===== config.mk =====
export PLATFORM = sky130hd
export DESIGN_NAME = bsc_pipe_ctrl
export DESIGN_NICKNAME = d
export VERILOG_FILES = /design/src/bsc_pkg.sv /design/src/bsc_pipe_ctrl.sv
export SDC_FILE = /design/constraint.sdc
export NUM_CORES = 1
export LEC_CHECK = 0
export ABC_AREA = 1
export BUFFER_PORTS_ARGS = -buffer_cell sky130_fd_sc_hd__buf_2
export CELL_PAD_IN_SITES_DETAIL_PLACEMENT = 1
export CELL_PAD_IN_SITES_GLOBAL_PLACEMENT = 1
export CORE_MARGIN = 8
export CORE_UTILIZATION = 33
export CTS_BUF_LIST = sky130_fd_sc_hd__clkbuf_4 sky130_fd_sc_hd__clkbuf_8 sky130_fd_sc_hd__clkbuf_16
export DETAILED_ROUTE_END_ITERATION = 12
export GPL_TIMING_DRIVEN = 0
export PLACE_DENSITY = 0.84
export SYNTH_ARGS = -nofsm -noshare
export SYNTH_HDL_FRONTEND = slang
export SYNTH_SLANG_ARGS = --single-unit
export TNS_END_PERCENT = 20

===== constraint.sdc =====
create_clock -name clk -period 1.6 [get_ports clk]
set_input_delay 0.24 -clock clk [delete_from_list [all_inputs] [get_ports clk]]
set_output_delay 0.24 -clock clk [all_outputs]
set_load 0.01 [all_outputs]

===== src/bsc_pkg.sv =====
// ----------------------------------------------------------------------------
// bsc_pkg: shared types and constants for the barometer compensation block
// Holds the decoded trim set, register indexes and pipeline dimensions.
// ----------------------------------------------------------------------------
package bsc_pkg;

    // Number of register stages from input acceptance to the output register.
    localparam int NSTAGE = 10;

    // Width of the pressure accumulator, in units of 2^-32 Pa.
    localparam int ACC_W = 58;

    // Width of the temperature numerator, in units of 2^-48 degC.
    localparam int NT_W = 61;

    localparam int CFG_DATA_W = 48;

    typedef enum logic [2:0] {
        REG_TRIM_T1    = 3'd0,
        REG_TRIM_T2    = 3'd1,
        REG_TRIM_T3    = 3'd2,
        REG_TRIM_P1    = 3'd3,
        REG_TRIM_P2    = 3'd4,
        REG_TRIM_P5_P6 = 3'd5,
        REG_TRIM_P9    = 3'd6,
        REG_TRIM_SMALL = 3'd7
    } reg_idx_t;

    // Trim words already decoded: the gain trims carry their 2^14 offset removed.
    typedef struct packed {
        logic        [15:0] t1;
        logic        [15:0] t2;
        logic signed [7:0]  t3;
        logic signed [16:0] d1;
        logic signed [16:0] d2;
        logic        [15:0] p5;
        logic        [15:0] p6;
        logic signed [15:0] p9;
        logic signed [7:0]  p3;
        logic signed [7:0]  p4;
        logic signed [7:0]  p7;
        logic signed [7:0]  p8;
        logic signed [7:0]  p10;
        logic signed [7:0]  p11;
    } trim_t;

    localparam logic signed [15:0] TQ8_MAX = 16'sh7FFF;
    localparam logic signed [15:0] TQ8_MIN = -16'sh8000;
    localparam logic signed [23:0] T1_MAX  = 24'sh7FFFFF;
    localparam logic signed [23:0] T1_MIN  = -24'sh800000;
    localparam logic        [23:0] PQ6_MAX = 24'hFFFFFF;

endpackage


===== src/bsc_pipe_ctrl.sv =====
// ----------------------------------------------------------------------------
// bsc_pipe_ctrl: valid and load-enable chain for the compensation pipeline
// A stage loads when it is empty or when the stage after it loads.
// ----------------------------------------------------------------------------
module bsc_pipe_ctrl
(
    input  logic                       clk,
    input  logic                       rst_n,
    input  logic                       in_valid,
    output logic                       in_ready,
    input  logic                       out_ready,
    output logic [bsc_pkg::NSTAGE-1:0] en,
    output logic                       out_valid
);

    logic [bsc_pkg::NSTAGE-1:0] vld_reg;
    logic [bsc_pkg::NSTAGE-1:0] vld_next;

    always_comb
    begin
        en[bsc_pkg::NSTAGE-1] = !vld_reg[bsc_pkg::NSTAGE-1] || out_ready;
        for (int k = bsc_pkg::NSTAGE - 2; k >= 0; k--)
        begin
            en[k] = !vld_reg[k] || en[k+1];
        end
    end

    always_comb
    begin
        vld_next[0] = en[0] ? in_valid : vld_reg[0];
        for (int k = 1; k < bsc_pkg::NSTAGE; k++)
        begin
            vld_next[k] = en[k] ? vld_reg[k-1] : vld_reg[k];
        end
    end

    always_ff @(posedge clk or negedge rst_n)
    begin
        if (!rst_n)
        begin
            vld_reg <= '0;
        end
        else
        begin
            vld_reg <= vld_next;
        end
    end

    assign in_ready  = en[0];
    assign out_valid = vld_reg[bsc_pkg::NSTAGE-1];

endmodule


Word level (Yosys, flattened, before mapping). Index checks and enable logic that the tools add are counted.

Reduce and logical (&&, ||, !) cells: 20.

Operators by type and width (count): zero test 1 bit (10); logical OR 1 bit (10).

Register bits after elaboration: 10. Bits of input ports: 4. Output and inout bits: 12. Logic and storage cells: 30.

Depth between registers and ports, before layout.
Word-level depth: 11. Mapped depth: 7. Gate-level depth less buffers: 7.

Worst setup path before layout. Ideal clock, no wire load.

Path kind: register -> output. Start: reg vld_reg[9] (netlist name). End: out en[0] (netlist name). Data arrival time: 1289 ps. Required time: 1360 ps. Slack: 71 ps. Cell stages (with the launch flop): 7. Buffers on the path: 1. Cell sequence: dfrtp_1 > nand3_2 > nor2_4 > nand4_4 > nor2_4 > nand4_2 > buf_4.

Longest elaborated chain between the ends: 11.

Ends and longest elaborated chain: start: declaration (RTL line bsc_pipe_ctrl.sv:16) `logic [bsc_pkg::NSTAGE-1:0] vld_reg;`; start signal: assignment (RTL line bsc_pipe_ctrl.sv:45) `vld_reg <= vld_next;`; zero test 1 bit (RTL line bsc_pipe_ctrl.sv:21) `en[bsc_pkg::NSTAGE-1] = !vld_reg[bsc_pkg::NSTAGE-1] || out_ready;`; logical OR 1 bit (RTL line bsc_pipe_ctrl.sv:21); logical OR 1 bit (RTL line bsc_pipe_ctrl.sv:24) `en[k] = !vld_reg[k] || en[k+1];`; net en, one bit (RTL line bsc_pipe_ctrl.sv:12) `output logic [bsc_pkg::NSTAGE-1:0] en,`; logical OR 1 bit (4 in a row) (RTL line bsc_pipe_ctrl.sv:24); net en, one bit (RTL line bsc_pipe_ctrl.sv:12); logical OR 1 bit (4 in a row) (RTL line bsc_pipe_ctrl.sv:24); end: declaration (RTL line bsc_pipe_ctrl.sv:12).

The timed path passes the listed nets, and every way through them passes these cells.

Worst setup path after layout.
Start: reg vld_reg[9] (netlist name). End: out en[1] (netlist name).

Longest elaborated chain between the ends: 10.

Ends and longest elaborated chain (RTL line): zero test 1 bit (bsc_pipe_ctrl.sv:21); logical OR 1 bit (bsc_pipe_ctrl.sv:21); logical OR 1 bit (8 in a row) (bsc_pipe_ctrl.sv:24).

Every way passes these cells.

==> flow_metrics.py <==
metrics = {
    "detailed_routing": {
        "drt-wirelength-per-cell_um": 11.5,
        "dr.pass1.iters": 3,
        "wl_um": 935,
        "route.detailed.drc": 0,
        "vias": 349,
        "drtAntennaViolNets": 0,
        "drt_iter0_markers": 2,
        "viasPerCell": 4.31,
    },
    "cts": {
        "cts_made_buffers": 3,
        "cts_sinks": 10,
        "clk_path_buf_depth": 2,
        "root_buffer": "clkbuf_4",
        "cts-htree-levels": 1,
        "worstSkewPairLatency_ps": 260,
        "clk_pin_slew_ps": 70,
        "cts_tree": "done",
    },
    "logic_synthesis": {
        "synth_area_leader_cell": "dfrtp_1",
        "syn_area_um2": 437,
        "synthTopCellsByArea": "dfrtp_1 (57%), inv_1 (10%), nand2_1 (9.5%)",
        "yosysSeqAreaShare_pct": 57.3,
        "synth_area_per_cell_um2": 10.2,
        "synth_cell_type_count": 10,
        "yosysTopAreaCellShare_pct": 57.3,
        "ys_warn_count": 0,
        "synthesis.nets": 47,
        "syn_inst": 43,
        "synth_seq_cells": 10,
    },
    "sta": {
        "fmax_ghz": 0.593,
        "post-route-min-period_ps": 1690,
        "hold_violations": 0,
        "fin_crit_sh_pct": 105,
        "fin_ws_ps": -87.7,
        "fin_tns_setup_ps": -268,
        "hold_ws_ps": 166,
        "grt_setup_unrepaired": "true",
        "fin_skew_ps": 2.79,
        "relSlewSlack_pct": 84.7,
        "tightest_slew_ps": 230,
        "setup_viol": 5,
        "drv_slew": 0,
    },
    "finish": {
        "n_antenna_cell": 0,
        "largest_reg_flops": 10,
        "drive_gt1_share_pct": 50.0,
        "syn_to_final_growth_pct": 45.8,
        "final_cell_mix": "buf_2 (12), inv_1 (11), nand2_1 (11)",
        "stdcell_count": 81,
        "final_area_um2": 637,
        "fin_util_pct": 50.2,
        "final_nets": 71,
        "final_common_cell": "buf_2",
    },
    "die": {
        "die_area_mm2": 0.00274,
        "fp.dieH_um": 52.4,
        "dieWidth_um": 52.4,
        "start_util_pct": 34.4,
        "ios": 16,
        "num_rows": 13,
        "core_mm2": 0.00127,
    },
    "critical_path": {
        "required_ps": 1360,
        "start_kind": "flip-flop",
        "max_stage_delay_ps": 380,
        "cp_slowest_cell": "dfrtp_1",
        "rr_worst_depth": 7,
        "cp_cell_sequence": "nand3_2, nor2_4, nand4_4, nor2_4, buf_6, nand3_2, buf_6",
        "worstPathMaxFanout": 4,
        "worstSetupPathType": "reg -> out",
        "endpoint_kind": "primary output",
        "crit_arrival_ps": 1450,
    },
    "global_route": {
        "grt_remaining_overflow": 0,
        "grt_max_degree": 11,
        "grt_use_total_pct": 7.67,
        "grt_pass1_wl_mm": 1.55,
        "antenna_found_initial": 0,
        "grt_pass1_vias": 375,
    },
    "place": {
        "place_congestion": 0.662,
        "postPlaceCellArea_um2": 531,
        "portBuffers": 15,
        "dp_hpwl_um": 665,
        "pre_cts_slack_ps": 55.6,
        "place_inst": 73,
    },
    "job": {
        "maxCapViolCount": 0,
    },
    "power_and_ir_drop": {
        "p_leak_nw": 0.335,
        "vdd_drop_max_uv": 640,
        "cellPowerDensity_mw_per_mm2": 1400,
        "power.total_mw": 0.892,
    },
    "outcome": {
        "run_status": "finished, violations left",
        "violations": "negative setup slack",
    },
    "hold_path": {
        "min_path_type": "in -> reg",
        "hold_path_depth": 3,
    },
}
## cells in the mapped netlist
library cell and n:
nand2_1 11, or2_2 2, inv_1 12, nand4_4 1, buf_4 1, nor2_4 2, dfrtp_1 10, nand3_2 2
nand4_2 1, nor2_1 1
## repair_timing
item | in CTS | in global routing
hold buffers | 1 | 0
hold endpoints to repair | 10 | 0
buffers inserted | 3 | 0
gates resized for setup | 8 | 0
gates cloned | 0 | 0
pin swaps | 3 | 2
setup endpoints to repair | 6 | 7
## area by class of cell
class	instances	area [um^2]
buffer	1	11.3
clock buffer	4	36.3
fill	152	632
inverter	12	45.0
multi-input combinational	20	145
sequential	10	250
tap	15	18.8
timing repair buffer	19	130
## cell families after synthesis
| group | after synthesis | synth area share, % |
|---|---|---|
| and+or+nand+nor | 20 | 30.7 |
| buffers and inverters | 13 | 12.0 |
| DFF | 10 | 57.3 |
## where the power goes
part	internal, mW	switching [mW]
registers	0.305	0.0496
clock network	0.138	0.0878
logic	0.148	0.164
total	0.591	0.301
## worst paths after layout
kind / from / endpoint / slack (ps)
setup / recovery: vld_reg[9] / en[1] / -90
hold / removal: in_valid / vld_reg[0] / 170
setup reg to reg: vld_reg[9] / vld_reg[1] / 410
min in group asynchronous: rst_n / vld_reg[6] / 370
hold reg to reg: vld_reg[3] / vld_reg[4] / 480
max in group asynchronous: rst_n / vld_reg[1] / 1030
## critical path: cells and delay by family (launching register included)
kind	cells	cell delay, ps
simple gates	5	540
buf+inv	2	270
flops	1	380
## layer usage
layer | GRT usage (%) | up-vias | wire [um]
met1 | 6.74 | 165 | 332
met4 | 5.17 | 0 | 0
met2 | 14.0 | 12 | 497
li1 | - | 172 | -
met5 | 0 | - | 0
met3 | 2.84 | 0 | 104
Note: power is estimated with default switching activity, not from simulation.
