`config.mk`:
```
export PLATFORM = sky130hd
export DESIGN_NAME = bsc_temp_path
export DESIGN_NICKNAME = d
export VERILOG_FILES = /design/src/bsc_pkg.sv /design/src/bsc_temp_path.sv
export SDC_FILE = /design/constraint.sdc
export NUM_CORES = 2
export LEC_CHECK = 0
export BUFFER_PORTS_ARGS = -buffer_cell sky130_fd_sc_hd__clkbuf_2
export CAP_MARGIN = 5
export CORE_AREA = 2 2 358 360
export CTS_BUF_LIST = sky130_fd_sc_hd__clkbuf_2 sky130_fd_sc_hd__clkbuf_4 sky130_fd_sc_hd__clkbuf_8
export DETAILED_ROUTE_END_ITERATION = 7
export DIE_AREA = 0 0 360 362
export GPL_TIMING_DRIVEN = 0
export REMOVE_ABC_BUFFERS = 1
export SLEW_MARGIN = 0
export SYNTH_ARGS = -nofsm -noshare
export SYNTH_HDL_FRONTEND = slang
export SYNTH_SLANG_ARGS = --single-unit
export TNS_END_PERCENT = 100
```
`constraint.sdc`:
```
create_clock -name clk -period 7.56 [get_ports clk]
set_input_delay 0.756 -clock clk [delete_from_list [all_inputs] [get_ports clk]]
set_output_delay 0.756 -clock clk [all_outputs]
set_load 0.005 [all_outputs]
```
`src/bsc_pkg.sv`:
```
// ----------------------------------------------------------------------------
// bsc_pkg: shared types and constants for the barometer compensation block
// Holds the decoded trim set, register indexes and pipeline dimensions.
// ----------------------------------------------------------------------------
package bsc_pkg;

    // Number of register stages from input acceptance to the output register.
    localparam int NSTAGE = 10;

    // Width of the pressure accumulator, in units of 2^-32 Pa.
    localparam int ACC_W = 58;

    // Width of the temperature numerator, in units of 2^-48 degC.
    localparam int NT_W = 61;

    localparam int CFG_DATA_W = 48;

    typedef enum logic [2:0] {
        REG_TRIM_T1    = 3'd0,
        REG_TRIM_T2    = 3'd1,
        REG_TRIM_T3    = 3'd2,
        REG_TRIM_P1    = 3'd3,
        REG_TRIM_P2    = 3'd4,
        REG_TRIM_P5_P6 = 3'd5,
        REG_TRIM_P9    = 3'd6,
        REG_TRIM_SMALL = 3'd7
    } reg_idx_t;

    // Trim words already decoded: the gain trims carry their 2^14 offset removed.
    typedef struct packed {
        logic        [15:0] t1;
        logic        [15:0] t2;
        logic signed [7:0]  t3;
        logic signed [16:0] d1;
        logic signed [16:0] d2;
        logic        [15:0] p5;
        logic        [15:0] p6;
        logic signed [15:0] p9;
        logic signed [7:0]  p3;
        logic signed [7:0]  p4;
        logic signed [7:0]  p7;
        logic signed [7:0]  p8;
        logic signed [7:0]  p10;
        logic signed [7:0]  p11;
    } trim_t;

    localparam logic signed [15:0] TQ8_MAX = 16'sh7FFF;
    localparam logic signed [15:0] TQ8_MIN = -16'sh8000;
    localparam logic signed [23:0] T1_MAX  = 24'sh7FFFFF;
    localparam logic signed [23:0] T1_MIN  = -24'sh800000;
    localparam logic        [23:0] PQ6_MAX = 24'hFFFFFF;

endpackage

```
`src/bsc_temp_path.sv`:
```
// ----------------------------------------------------------------------------
// bsc_temp_path: temperature quadratic, stages one to four
// Produces the rounded, clipped Q8 temperature and the clipped Q16 value
// used by the pressure polynomial.
// ----------------------------------------------------------------------------
module bsc_temp_path
(
    input  logic                clk,
    input  logic [3:0]          en,
    input  logic [23:0]         raw_temperature,
    input  bsc_pkg::trim_t      trim,
    output logic signed [23:0]  t1,
    output logic signed [15:0]  tq8,
    output logic                sat_t
);

    logic signed [24:0]              s1_d_reg;
    logic signed [24:0]              s1_d_next;
    logic signed [41:0]              s2_a_reg;
    logic signed [41:0]              s2_a_next;
    logic signed [49:0]              s2_dd_reg;
    logic signed [49:0]              s2_dd_next;
    logic signed [bsc_pkg::NT_W-1:0] s3_nt_reg;
    logic signed [bsc_pkg::NT_W-1:0] s3_nt_next;
    logic signed [23:0]              s4_t1_reg;
    logic signed [23:0]              s4_t1_next;
    logic signed [15:0]              s4_tq8_reg;
    logic signed [15:0]              s4_tq8_next;
    logic                            s4_sat_reg;
    logic                            s4_sat_next;

    // Offset from the trimmed zero point.
    assign s1_d_next = $signed({1'b0, raw_temperature}) - $signed({1'b0, trim.t1, 8'd0});

    assign s2_a_next  = s1_d_reg * $signed({1'b0, trim.t2});
    assign s2_dd_next = s1_d_reg * s1_d_reg;

    always_comb
    begin
        logic signed [bsc_pkg::NT_W-1:0] a_ext;
        a_ext      = bsc_pkg::NT_W'(s2_a_reg);
        s3_nt_next = (a_ext <<< 18)
                   + (bsc_pkg::NT_W'(s2_dd_reg) * bsc_pkg::NT_W'(trim.t3));
    end

    always_comb
    begin
        logic signed [bsc_pkg::NT_W-1:0] nt_rnd;
        logic signed [20:0]              tq_full;
        logic signed [28:0]              t1_full;
        nt_rnd  = s3_nt_reg + (bsc_pkg::NT_W'(1) <<< 39);
        tq_full = 21'(nt_rnd >>> 40);
        t1_full = 29'(s3_nt_reg >>> 32);
        s4_sat_next = 1'b0;
        if (tq_full > 21'(bsc_pkg::TQ8_MAX))
        begin
            s4_tq8_next = bsc_pkg::TQ8_MAX;
            s4_sat_next = 1'b1;
        end
        else if (tq_full < 21'(bsc_pkg::TQ8_MIN))
        begin
            s4_tq8_next = bsc_pkg::TQ8_MIN;
            s4_sat_next = 1'b1;
        end
        else
        begin
            s4_tq8_next = tq_full[15:0];
        end
        if (t1_full > 29'(bsc_pkg::T1_MAX))
        begin
            s4_t1_next = bsc_pkg::T1_MAX;
        end
        else if (t1_full < 29'(bsc_pkg::T1_MIN))
        begin
            s4_t1_next = bsc_pkg::T1_MIN;
        end
        else
        begin
            s4_t1_next = t1_full[23:0];
        end
    end

    always_ff @(posedge clk)
    begin
        if (en[0])
        begin
            s1_d_reg <= s1_d_next;
        end
        if (en[1])
        begin
            s2_a_reg  <= s2_a_next;
            s2_dd_reg <= s2_dd_next;
        end
        if (en[2])
        begin
            s3_nt_reg <= s3_nt_next;
        end
        if (en[3])
        begin
            s4_t1_reg  <= s4_t1_next;
            s4_tq8_reg <= s4_tq8_next;
            s4_sat_reg <= s4_sat_next;
        end
    end

    assign t1    = s4_t1_reg;
    assign tq8   = s4_tq8_reg;
    assign sat_t = s4_sat_reg;

endmodule

```
[Word-level counts from Yosys, hierarchy flattened]
Index checks and enable logic that the tools add are counted.
Cells by class
  add/sub/neg operators: 3
  $mul: 3
  order comparisons: 4
  mux-type cells: 3
Operator list (number)
  $add 60x58->61: 1
  $add 61x41->61 const B: 1
  $mul 50x8->58: 1
  $mul 25x25->50: 1
  $mul 25x17->42: 1
  $gt 29x24->1 const B: 1
  $lt 29x24->1 const B: 1
  $sub 24x24->25: 1
  $mux 24: 1
  $gt 21x16->1 const B: 1
  $lt 21x16->1 const B: 1
  $mux 16: 1
  $mux 1: 1
Word-level totals
  register bits after elaboration: 219
  output and inout bits: 41
  word-level logic and storage cells: 20

[Logic depth before layout (Yosys ltp)]
  word-level depth: 3
  depth in mapped cells: 29

[Worst setup path after synthesis]
Ideal clock, no wire load.
  path type: register to register
  start: register s1_d_reg[15]
  end: register s2_dd_reg[42] (data pin)
  library setup time: 0.263 ns
  arrival time: 7.101 ns
  data required time: 7.297 ns
  slack: 0.195 ns
  stages on the path, launching flop included: 30
  path buffers: 3
  path through: edfxtp_1 clkbuf_1 clkbuf_1 nand2_1 fa_1 inv_1 fa_1 inv_1 fa_1 inv_1 fa_1 inv_1 fa_1 inv_1 fa_1 inv_1 fa_1 inv_1 ha_1 buf_6 a21o_1 a21o_1 a21o_1 a311o_1 o2111ai_2 nand2_2 o41ai_2 o21ai_1 a31oi_1 xnor2_1
Between the ends
  longest elaborated chain between the ends: 1
RTL lines
  start, declared: line bsc_temp_path.sv:17  | logic signed [24:0] s1_d_reg;
  start signal, assigned: line bsc_temp_path.sv:87  | s1_d_reg <= s1_d_next;
  $mul 25x25->50: line bsc_temp_path.sv:36  | assign s2_dd_next = s1_d_reg * s1_d_reg;
  net s2_dd_next[42]: line bsc_temp_path.sv:22  | logic signed [49:0] s2_dd_next;
  end signal, assigned: line bsc_temp_path.sv:92  | s2_dd_reg <= s2_dd_next;
  end, declared: line bsc_temp_path.sv:21  | logic signed [49:0] s2_dd_reg;
The timed path passes the listed nets, and every way through them passes these cells.
A chain may end at the register's enable or synchronous reset.

[Worst setup path after layout]
  start: register s1_d_reg[24]
  end: register s2_dd_reg[48] (data pin)
Same word-level chain as after synthesis.

==> metrics.md <==
| Metric | Value |
|---|---|
| CP bufs+invs | `8` |
| Post-synth EDFFs | `approximately 190` |
| Fill count | `11900` |
| Final RePlAce weighted congestion | `about 0.84` |
| Outcome | `completed` |
| Worst-path fanout max | `26` |
| WHS Path Cells | `1` |
| Slowest-stage cell, CP | `fa_2` |
| Global-route usage over all layers | `slightly above 20%` |
| Reg clk slew, reported paths | `between 0.1 and 0.15 ns` |
| Clk buf depth | `2` |
| Site Rows | `about 130` |
| Synth cell types | `75` |
| Hold Crit Class | `input port to flop` |
| Final Hold Fails | `0` |
| I/O Pins | `240` |
| Cell Area, Placed | `around 58000 sq um` |
| Reg2Reg Depth | `25` |
| Slew Limit Fails | `0` |
| Final Skew | `between 0.03 and 0.04 ns` |
| Commonest non-fill, non-tap cells in the layout | `inv_1 (1555), fa_1 (1346), nand2_1 (679), and2_1 (458), ha_1 (346)` |
| Critical Path RT | `a little under 8 ns` |
| Sequential Area | `about 5600 sq um` |
| Fin Setup TNS | `0 ns` |
| Port buffer count | `between 100 and 150` |
| Hold WS | `about 0.29 ns` |
| Most common cell on crit path | `fa_1` |
| Max Cap Viol | `0` |
| Largest cells by area after synthesis | `fa_1 (49%), inv_1 (11%), edfxtp_1 (10%)` |
| Max_slew headroom | `around 16%` |
| Layout Nets | `approximately 7700` |
| Hold_sp | `raw_temperature[3]` |
| TritonCTS Buffers | `17` |
| Synth Warn # | `0` |
| Arrival time worst endpoint | `around 7.8 ns` |
| Synth Cell Area | `approximately 55000 sq um` |
| Post-route DRC | `0` |
| FFs w/ async S/R, synth | `0%` |
| Multi-input gate area | `43300 sq um` |
| Worst slew pin tran | `1.26 ns` |
| Initial antenna violation count | `10` |
| Final setup vio count | `0` |
| Most used DFF post-synth | `edfxtp_1` |
| Clock H-tree levels | `4` |
| Num Clock Sinks | `around 190` |
| Post-route cell area | `60000 sq um` |
| Top cell type by total area after synthesis | `fa_1` |
| CP Capture Type | `flop` |
| P&R area growth vs syn | `8.61%` |
| DP Wirelength | `~110000 um` |
| Die W | `between 300 and 400 um` |
| DR vias/cell | `4.90` |
| TritonCTS clock tree | `yes` |
| Die area | `approximately 130000 sq um` |
| Synthesized instance count | `about 5700` |
| Starting DRC count in detailed routing | `1900` |
| Largest register FFs | `49` |
| Drt first pass iters | `5` |
| Core area | `around 130000 sq um` |
| Effective utilization at floorplan | `between 40% and 50%` |
| Total Routed Length | `128000 um` |
| Largest net degree at the start of global routing | `between 60 and 70` |
| CTS Hold Bufs | `0` |
| Die Height | `362 um` |
| Final min period | `between 7 and 8 ns` |
| Critical path class | `flop to flop` |
| RSZ-0062 raised after global routing | `yes` |
| CP delay by family, top | `adder cells` |
| Vias in the first global route | `just over 40000` |
| Mean Syn Cell Area | `9.65 sq um` |
| Hold EP | `s1_d_reg[3]` |
| WL per Instance | `17.2 um` |
| CP Launch Type | `flop` |
| First-pass GRT wire length | `roughly 220000 um` |
| CTS Root Cell | `clkbuf_8` |
| Sequential share of the synthesized area | `about a tenth` |
| Commonest non-fill, non-tap cell in the layout | `inv_1` |
| Worst-Skew Late Latency | `around 0.65 ns` |
| #FFs+latches synth | `around 190` |
| R2r setup slk | `roughly 0.21 ns` |
| RR Startpoint | `s1_d_reg[24]` |
| Post-route ant nets | `0` |
| Fmax | `~0.14 GHz` |
| Final period utilization | `97.3%` |
| Layout cells sized above 1 | `6.59%` |
| Congestion Overflow GR | `0` |
| Top-area cell type share of the netlist area | `around 49%` |
| FF-to-FF End | `s2_dd_reg[48]` |
| Via Count | `36600` |
| Max incr delay on CP | `around 0.65 ns` |
==> metrics by stage <==
| step | cells | util, % | worst slack, ns |
|---|---|---|---|
| after floorplan | 5518 | - | 0.184 |
| after global placement | 7289 | 45.0 | -2.27 |
| after detailed placement | 7340 | 46.0 | -1.17 |
| after CTS | 7444 | 47.0 | 0.00986 |
| after global routing | 7477 | 47.3 | -0.0276 |
| final | 7477 | 47.3 | 0.208 |
==> worst max-delay path by stage <==
stage | endpoint | startpoint | slack, ns | cells after the start
detailed placement | s2_dd_reg[49] | s1_d_reg[9] | -1.17 | 26
global placement | s2_dd_reg[49] | s1_d_reg[9] | -2.27 | 24
floorplan | s2_dd_reg[48] | s1_d_reg[24] | 0.18 | 19
finish | s2_dd_reg[48] | s1_d_reg[24] | 0.21 | 25
global route | s2_dd_reg[49] | s1_d_reg[3] | -0.03 | 28
CTS | s2_dd_reg[49] | s1_d_reg[9] | 0.01 | 28
==> cell families after synthesis <==
family                     count (synthesis)  synth area share (%)
AOI/OAI and AO/OA                        407                  4.92
xor gates and xnor gates                 164                  2.60
adders and majority gates               1711                  57.2
buffers and inverters                   1773                  12.1
DFF                                      186                  10.1
muxes                                      2                0.0385
other                                      2                0.0136
and+or+nand+nor                         1478                  13.1
==> repair_timing <==
item	4_1_cts	5_1_grt
endpoints found under the hold margin	0	0
buffers inserted	71	30
pin swaps	15	25
endpoints found under the setup margin	27	16
gates resized for setup	38	50
gates cloned	1	2
==> synthesized netlist by cell type, drive strengths merged, types with 3 or more instances <==
cell type  count
o21a          18
o311ai         3
a211oi        13
or3            5
nand2        684
edfxtp       186
xnor2        115
o2111ai        4
a311oi         3
or2            4
o21ai         73
o211ai         9
a21boi         4
a31oi         13
o21bai        13
a221oi         7
a21o          78
buf            6
nand3b         3
o31ai          5
and3          24
nor2b         35
and2         460
nor3          25
and4           6
xor2          49
a211o          6
nand3         33
a31o           6
fa          1353
nor2         112
nand2b        65
inv         1568
nand4         19
clkbuf       199
o31a           5
o22ai          6
ha           358
a21oi        120
==> layer usage <==
layer  global-route usage [%]  vias to the layer above  share of wire (%)
li1                         -                    16900                  -
met3                     2.75                       92                4.6
met4                     3.53                        0                1.3
met5                        0                        -                  0
met2                     35.9                      710                 49
met1                     28.2                    18900                 45
==> layout make-up <==
type / count / area share [%]
tap: 1662 / 3.47
timing repair buffer: 263 / 4.43
multi-input combinational: 3764 / 72.1
sequential: 186 / 9.31
antenna: 2 / 0.00834
inverter: 1568 / 9.88
clock buffer: 17 / 0.390
clock inverter: 15 / 0.376
Power is not shown: default switching activity piles up to over one toggle a cycle in this logic, so the estimate is an artifact.
